`config.mk`:
```
export PLATFORM = sky130hd
export DESIGN_NAME = pic_back
export DESIGN_NICKNAME = d
export VERILOG_FILES = /design/src/rtl/core/pic_pkg.sv /design/src/rtl/core/pic_back.sv
export SDC_FILE = /design/constraint.sdc
export NUM_CORES = 2
export LEC_CHECK = 0
export BUFFER_PORTS_ARGS = -buffer_cell sky130_fd_sc_hd__buf_2
export CORE_MARGIN = 3
export CORE_UTILIZATION = 53
export CTS_CLUSTER_DIAMETER = 200
export DETAILED_ROUTE_END_ITERATION = 7
export GPL_ROUTABILITY_DRIVEN = 0
export HOLD_SLACK_MARGIN = 0.08
export PLACE_DENSITY = 0.71
export REMOVE_ABC_BUFFERS = 1
export SYNTH_ARGS = -nofsm -noshare
export SYNTH_HDL_FRONTEND = slang
export SYNTH_SLANG_ARGS = --single-unit
```
`constraint.sdc`:
```
create_clock -name i_clk -period 9.2 [get_ports i_clk]
set_input_delay 1.84 -clock i_clk [delete_from_list [all_inputs] [get_ports i_clk]]
set_output_delay 1.84 -clock i_clk [all_outputs]
set_load 0.01 [all_outputs]
```
`src/rtl/core/pic_pkg.sv`:
```
`timescale 1ns / 1ps
// Point-in-cone test: shared widths, payload structs, register codes and
// the radius saturation helper. No dependencies.
package pic_pkg;

    localparam int COORD_W   = 24;
    localparam int UNIT_FRAC = 14;
    localparam int UNIT_W    = UNIT_FRAC + 2;
    localparam int SIN_W     = UNIT_FRAC + 1;
    localparam int HEIGHT_W  = COORD_W - 1;

    localparam int CFG_IDX_W = 3;

    localparam int DIFF_W   = COORD_W + 1;             // point - apex
    localparam int HPROD_W  = UNIT_W + DIFF_W;         // axis * v
    localparam int HFULL_W  = HPROD_W + 2;             // axis . v
    localparam int SQ_W     = 2 * DIFF_W - 1;          // v component squared
    localparam int LHS_W    = SQ_W + 2;                // |v|^2
    localparam int FPROD_W  = 2 * UNIT_W;              // axis * normal
    localparam int FACE_W   = FPROD_W + 3;             // -(axis . normal)
    localparam int COSS_W   = UNIT_W + UNIT_FRAC;      // cos_open scaled
    localparam int HLIM_W   = HEIGHT_W + UNIT_FRAC;    // height scaled
    localparam int RADP_W   = HEIGHT_W + SIN_W;        // length * sine
    localparam int HSQ_W    = 2 * HEIGHT_W;            // h squared
    localparam int T_W      = COORD_W + 1;             // radius + margin
    localparam int TSQ_W    = 2 * T_W - 1;
    localparam int RHS_W    = TSQ_W + 1;

    localparam logic [HEIGHT_W-1:0] RADIUS_MAX = '1;

    typedef enum logic [CFG_IDX_W-1:0] {
        CFG_APEX_X,
        CFG_APEX_Y,
        CFG_APEX_Z,
        CFG_AXIS_X,
        CFG_AXIS_Y,
        CFG_AXIS_Z,
        CFG_CONE_HEIGHT,
        CFG_SIN_HALF_ANGLE
    } t_cfg_idx;

    typedef struct packed {
        logic signed [COORD_W-1:0] point_x;
        logic signed [COORD_W-1:0] point_y;
        logic signed [COORD_W-1:0] point_z;
        logic signed [COORD_W-1:0] margin;
        logic                      check_face;
        logic signed [UNIT_W-1:0]  normal_x;
        logic signed [UNIT_W-1:0]  normal_y;
        logic signed [UNIT_W-1:0]  normal_z;
        logic signed [UNIT_W-1:0]  cos_open;
    } t_pic_req;

    typedef struct packed {
        logic                inside_res;
        logic [HEIGHT_W-1:0] base_radius;
    } t_pic_res;

    typedef struct packed {
        logic signed [COORD_W-1:0] apex_x;
        logic signed [COORD_W-1:0] apex_y;
        logic signed [COORD_W-1:0] apex_z;
        logic signed [UNIT_W-1:0]  axis_x;
        logic signed [UNIT_W-1:0]  axis_y;
        logic signed [UNIT_W-1:0]  axis_z;
        logic [HEIGHT_W-1:0]       cone_height;
        logic [SIN_W-1:0]          sin_half_angle;
    } t_pic_cfg;

    // Front half of the pipe to the back half
    typedef struct packed {
        logic signed [HFULL_W-1:0] h_full;
        logic [LHS_W-1:0]          lhs;
        logic signed [COORD_W-1:0] margin;
        logic                      check_face;
        logic signed [FACE_W-1:0]  facing;
        logic signed [UNIT_W-1:0]  cos_open;
    } t_pic_mid;

    // floor(prod / 2^UNIT_FRAC), clipped to the largest radius
    function automatic logic [HEIGHT_W-1:0] sat_radius(input logic [RADP_W-1:0] prod);
        logic [HEIGHT_W:0] q;
        q = prod[RADP_W-1:UNIT_FRAC];
        sat_radius = q[HEIGHT_W] ? RADIUS_MAX : q[HEIGHT_W-1:0];
    endfunction

endpackage

```
`src/rtl/core/pic_back.sv`:
```
`timescale 1ns / 1ps
// Back pipe: height range check, cone radius at h, margin, squares and the
// final compare with the facing test. Four register stages. Depends on pic_pkg.
module pic_back
    import pic_pkg::*;
(
    input  logic                i_clk,
    input  logic                i_rst_n,
    input  logic                i_vld,
    input  t_pic_mid            i_mid,
    input  t_pic_cfg            i_cfg,
    input  logic [HEIGHT_W-1:0] i_base_radius,
    output logic                o_done,
    output t_pic_res            o_res
);

    logic                r_s4_vld, r_s5_vld, r_s6_vld, r_done;

    // stage 4
    logic                      r_s4_range;
    logic                      r_s4_face_ok;
    logic [RADP_W-1:0]         r_s4_rprod;
    logic [HSQ_W-1:0]          r_s4_hsq;
    logic [LHS_W-1:0]          r_s4_lhs;
    logic signed [COORD_W-1:0] r_s4_margin;

    // stage 5
    logic                  r_s5_range, r_s5_face_ok;
    logic signed [T_W-1:0] r_s5_t;
    logic [HSQ_W-1:0]      r_s5_hsq;
    logic [LHS_W-1:0]      r_s5_lhs;

    // stage 6
    logic              r_s6_range, r_s6_face_ok;
    logic [TSQ_W-1:0]  r_s6_tsq;
    logic [HSQ_W-1:0]  r_s6_hsq;
    logic [LHS_W-1:0]  r_s6_lhs;

    t_pic_res r_res;
    t_pic_res n_res;

    logic [HLIM_W-1:0]       h_lim;
    logic                    n_range;
    logic [HEIGHT_W-1:0]     h8;
    logic signed [COSS_W-1:0] cos_scaled;
    logic                    n_face_ok;
    logic [HEIGHT_W-1:0]     radius;
    logic [RHS_W-1:0]        rhs;

    always_ff @(posedge i_clk) begin
        if (!i_rst_n) begin
            r_s4_vld <= 1'b0;
            r_s5_vld <= 1'b0;
            r_s6_vld <= 1'b0;
            r_done   <= 1'b0;
        end else begin
            r_s4_vld <= i_vld;
            r_s5_vld <= r_s4_vld;
            r_s6_vld <= r_s5_vld;
            r_done   <= r_s6_vld;
        end
    end

    // 0 <= h <= height, both in Q.14 before the floor to coordinate units
    always_comb begin
        h_lim      = {i_cfg.cone_height, {UNIT_FRAC{1'b0}}};
        n_range    = !i_mid.h_full[HFULL_W-1] &&
                     (i_mid.h_full[HFULL_W-2:0] <= (HFULL_W-1)'(h_lim));
        h8         = i_mid.h_full[UNIT_FRAC +: HEIGHT_W];
        cos_scaled = {i_mid.cos_open, {UNIT_FRAC{1'b0}}};
        n_face_ok  = !i_mid.check_face || (i_mid.facing > FACE_W'(cos_scaled));
    end

    always_ff @(posedge i_clk) begin
        r_s4_range   <= n_range;
        r_s4_face_ok <= n_face_ok;
        r_s4_rprod   <= RADP_W'(h8) * RADP_W'(i_cfg.sin_half_angle);
        r_s4_hsq     <= HSQ_W'(h8) * HSQ_W'(h8);
        r_s4_lhs     <= i_mid.lhs;
        r_s4_margin  <= i_mid.margin;
    end

    assign radius = sat_radius(r_s4_rprod);

    // t may go negative; it is squared regardless
    always_ff @(posedge i_clk) begin
        r_s5_range   <= r_s4_range;
        r_s5_face_ok <= r_s4_face_ok;
        r_s5_t       <= T_W'($signed({1'b0, radius})) + T_W'(r_s4_margin);
        r_s5_hsq     <= r_s4_hsq;
        r_s5_lhs     <= r_s4_lhs;
    end

    always_ff @(posedge i_clk) begin
        r_s6_range   <= r_s5_range;
        r_s6_face_ok <= r_s5_face_ok;
        r_s6_tsq     <= TSQ_W'(TSQ_W'(r_s5_t) * TSQ_W'(r_s5_t));
        r_s6_hsq     <= r_s5_hsq;
        r_s6_lhs     <= r_s5_lhs;
    end

    always_comb begin
        rhs               = RHS_W'(r_s6_tsq) + RHS_W'(r_s6_hsq);
        n_res.inside_res  = r_s6_range && r_s6_face_ok && (r_s6_lhs < LHS_W'(rhs));
        n_res.base_radius = i_base_radius;
    end

    always_ff @(posedge i_clk) begin
        r_res <= n_res;
    end

    assign o_done = r_done;
    assign o_res  = r_res;

endmodule

```
==> results_dict.tcl <==
set metrics [dict create \
    status "completed" \
    clock.fmax_ghz 0.1175 \
    final.period_utilization_pct 92.53 \
    num_antenna_cells 0 \
    fin_skew_ps 35.73 \
    rsz0062_at_grt "no" \
    crit_type "in -> reg" \
    routed_wl_mm 139.1 \
    clockBufferDepth 3 \
    postCtsSetupBuffers 0 \
    syn_inst 6112 \
    ys_ff_latch 443 \
    avgSynthCellArea_um2 9.775 \
    layout_commonest_cell "inv_1" \
    worst_hold_path_type "reg -> reg" \
    tightest_slew_ps 1116 \
    yosysSeqAreaShare_pct 14.84 \
    clock-root-buffer "clkbuf_16" \
    drt-initial-drc-count 2408 \
    synth_top_area_share_pct 42.15 \
    fin_ws_ps 687.6 \
    boundaryPins 379 \
    cts_hold_buf 0 \
    numCtsBuffers 41 \
    fin_cells 7841 \
    fin_crit_ps 8512 \
    hold_violations 0 \
    cap_violations 0 \
    die_y_um 341.7 \
    ys_warn_count 0 \
    setup_viol 0 \
    dp_hpwl_mm 116.6 \
    r2r.worst_path.cells 25 \
    grt_util_all_layers_pct 25.03 \
    die_w_um 341.7 \
    async_flop_share_pct 0 \
    tns_ps 0 \
    cp_max_fo 21 \
    nets 8507 \
    final_antenna_net_count 0 \
    cts_num_sinks 443 \
    rows 122 \
    via_per_inst 5.185 \
    slew_violations 0 \
    grt_pass1_vias 44950 \
    min_path_cells 0 \
    dpl_worst_slack_ps 272.8 \
    ys.flop_type "dfxtp_1" \
    wl_per_cell_um 17.74 \
    drive_gt1_share_pct 7.461 \
    grt_overflow 0 \
    crit_arrival_ps 8980 \
    slew_headroom_pct 25.49 \
    port_buffers 258 \
    endpoint_kind "register" \
    area_growth_pct 7.669 \
    start_util_pct 53.69 \
    synth_edf_count 0 \
    synth_area_mm2 0.05974 \
    finish.utilization_pct 57.81 \
    start_kind "input pin" \
    clk_pin_slew_ps 60 \
    antenna_found_initial 1 \
    dr_total_vias 40660 \
    ys_top_cells_by_area "fa_1 42%, dfxtp_1 15%, ha_1 12%" \
    fill_cells 9552 \
    dr.pass1.iters 5 \
    insertion_delay_ps 590 \
    place_inst 7768 \
    core_mm2 0.1113 \
    ys_types 79 \
    synth_top_cell_by_area "fa_1" \
    cts_resized 0 \
    grt_start_max_net_pins 32 \
    drc 0 \
    grt_pass1_wl_mm 233.8 \
    cts_tree "built" \
    die_area_mm2 0.1168 \
    htreeDepth 2 \
    final_cell_mix "1509 x inv_1, 1258 x fa_1, 601 x nand2_1" \
    cp.required_ps 9670 \
]
-- stage by stage --
stage               hold WS [ps]  instance area (µm²)
finish                     314.9                64330
global route               315.5                64330
CTS                        309.4                64330
detailed placement         312.1                62960
global placement           311.2                62960
floorplan                  309.6                59060
-- layout make-up --
class	instances	area, µm²	share of cell area, %
sequential	443	8869	13.79
inverter	1514	5683	8.835
clock buffer	51	1124	1.747
multi-input combinational	3972	44510	69.19
clock inverter	22	245.2	0.3812
tap	1488	1862	2.894
timing repair buffer	351	2039	3.170
-- kinds of logic after synthesis --
kind of cell / Yosys count / synth area share [%]
buffers and inverters: 1697 / 10.66
xor gates and xnor gates: 188 / 2.756
and+or+nand+nor: 1385 / 11.29
DFF: 443 / 14.84
AOI/OAI and AO/OA: 562 / 6.191
adders and majority gates: 1830 / 54.13
muxes: 7 / 0.1257
-- routing by layer --
| metal | vias up | routed length, µm | part of all wire (%) | track usage, % |
|---|---|---|---|---|
| met1 | 20470 | 59740 | 43 | 34.12 |
| li1 | 18780 | - | - | - |
| met3 | 211 | 8657 | 6.2 | 3.437 |
| met5 | - | 12 | 0.0086 | 0 |
| met2 | 1191 | 67420 | 48 | 42.47 |
| met4 | 2 | 3273 | 2.4 | 6.032 |
-- registers in the layout (all words and copies together), names as in the netlist, 24 cells and up --
name,cells
o_res,24
r_s4_hsq,45
r_s4_lhs,51
r_s4_margin,24
r_s4_rprod,24
r_s5_hsq,45
r_s5_lhs,51
r_s5_t,25
r_s6_hsq,45
r_s6_lhs,51
r_s6_tsq,48
-- final timing paths --
check / start / to / slack, ps
worst max-delay path: i_mid[153] / r_s4_hsq[43] / 690
worst min-delay path: r_s5_hsq[9] / r_s6_hsq[9] / 310
worst max register to register: r_s5_t[5] / r_s6_tsq[46] / 1140
worst min register to register: r_s5_hsq[9] / r_s6_hsq[9] / 310
-- worst max-delay path: stages --
cell      delay, ps
buf_2           330
buf_4           380
and2_1          240
fa_1            420
inv_1            80
fa_1            440
fa_1            520
inv_1            60
fa_1            560
fa_1            440
fa_1            510
fa_1            410
ha_1            440
nand2_1         130
o211ai_1        240
nand3_1         130
a31o_2          290
o31ai_1         450
a21oi_1         280
o311ai_0        430
a21oi_1         140
xnor2_1         190
-- cells in the mapped netlist (5+ instances only) --
master and number:
clkbuf_1 171, nand2b_1 26, nor2_1 156, o22ai_1 7, clkinv_1 5, a211o_1 10, inv_1 1509, nand4_1 31
dfxtp_1 443, nor2b_1 32, nor3_1 28, nand2_1 601, fa_1 1258, or3_1 6, and3_1 22, o21ai_0 89
a21boi_0 7, ha_1 572, and2_1 368, a31o_2 7, buf_1 11, a211oi_1 21, and4_1 8, o211ai_1 11
o21a_1 28, nand3_1 47, or2_2 30, xnor2_1 130, o21bai_1 29, a21o_1 97, nor4_1 8, xor2_1 58
a21oi_1 182, a31oi_1 9, o2111ai_1 5
Power is not shown: default switching activity piles up to over one toggle a cycle in this logic, so the estimate is an artifact.
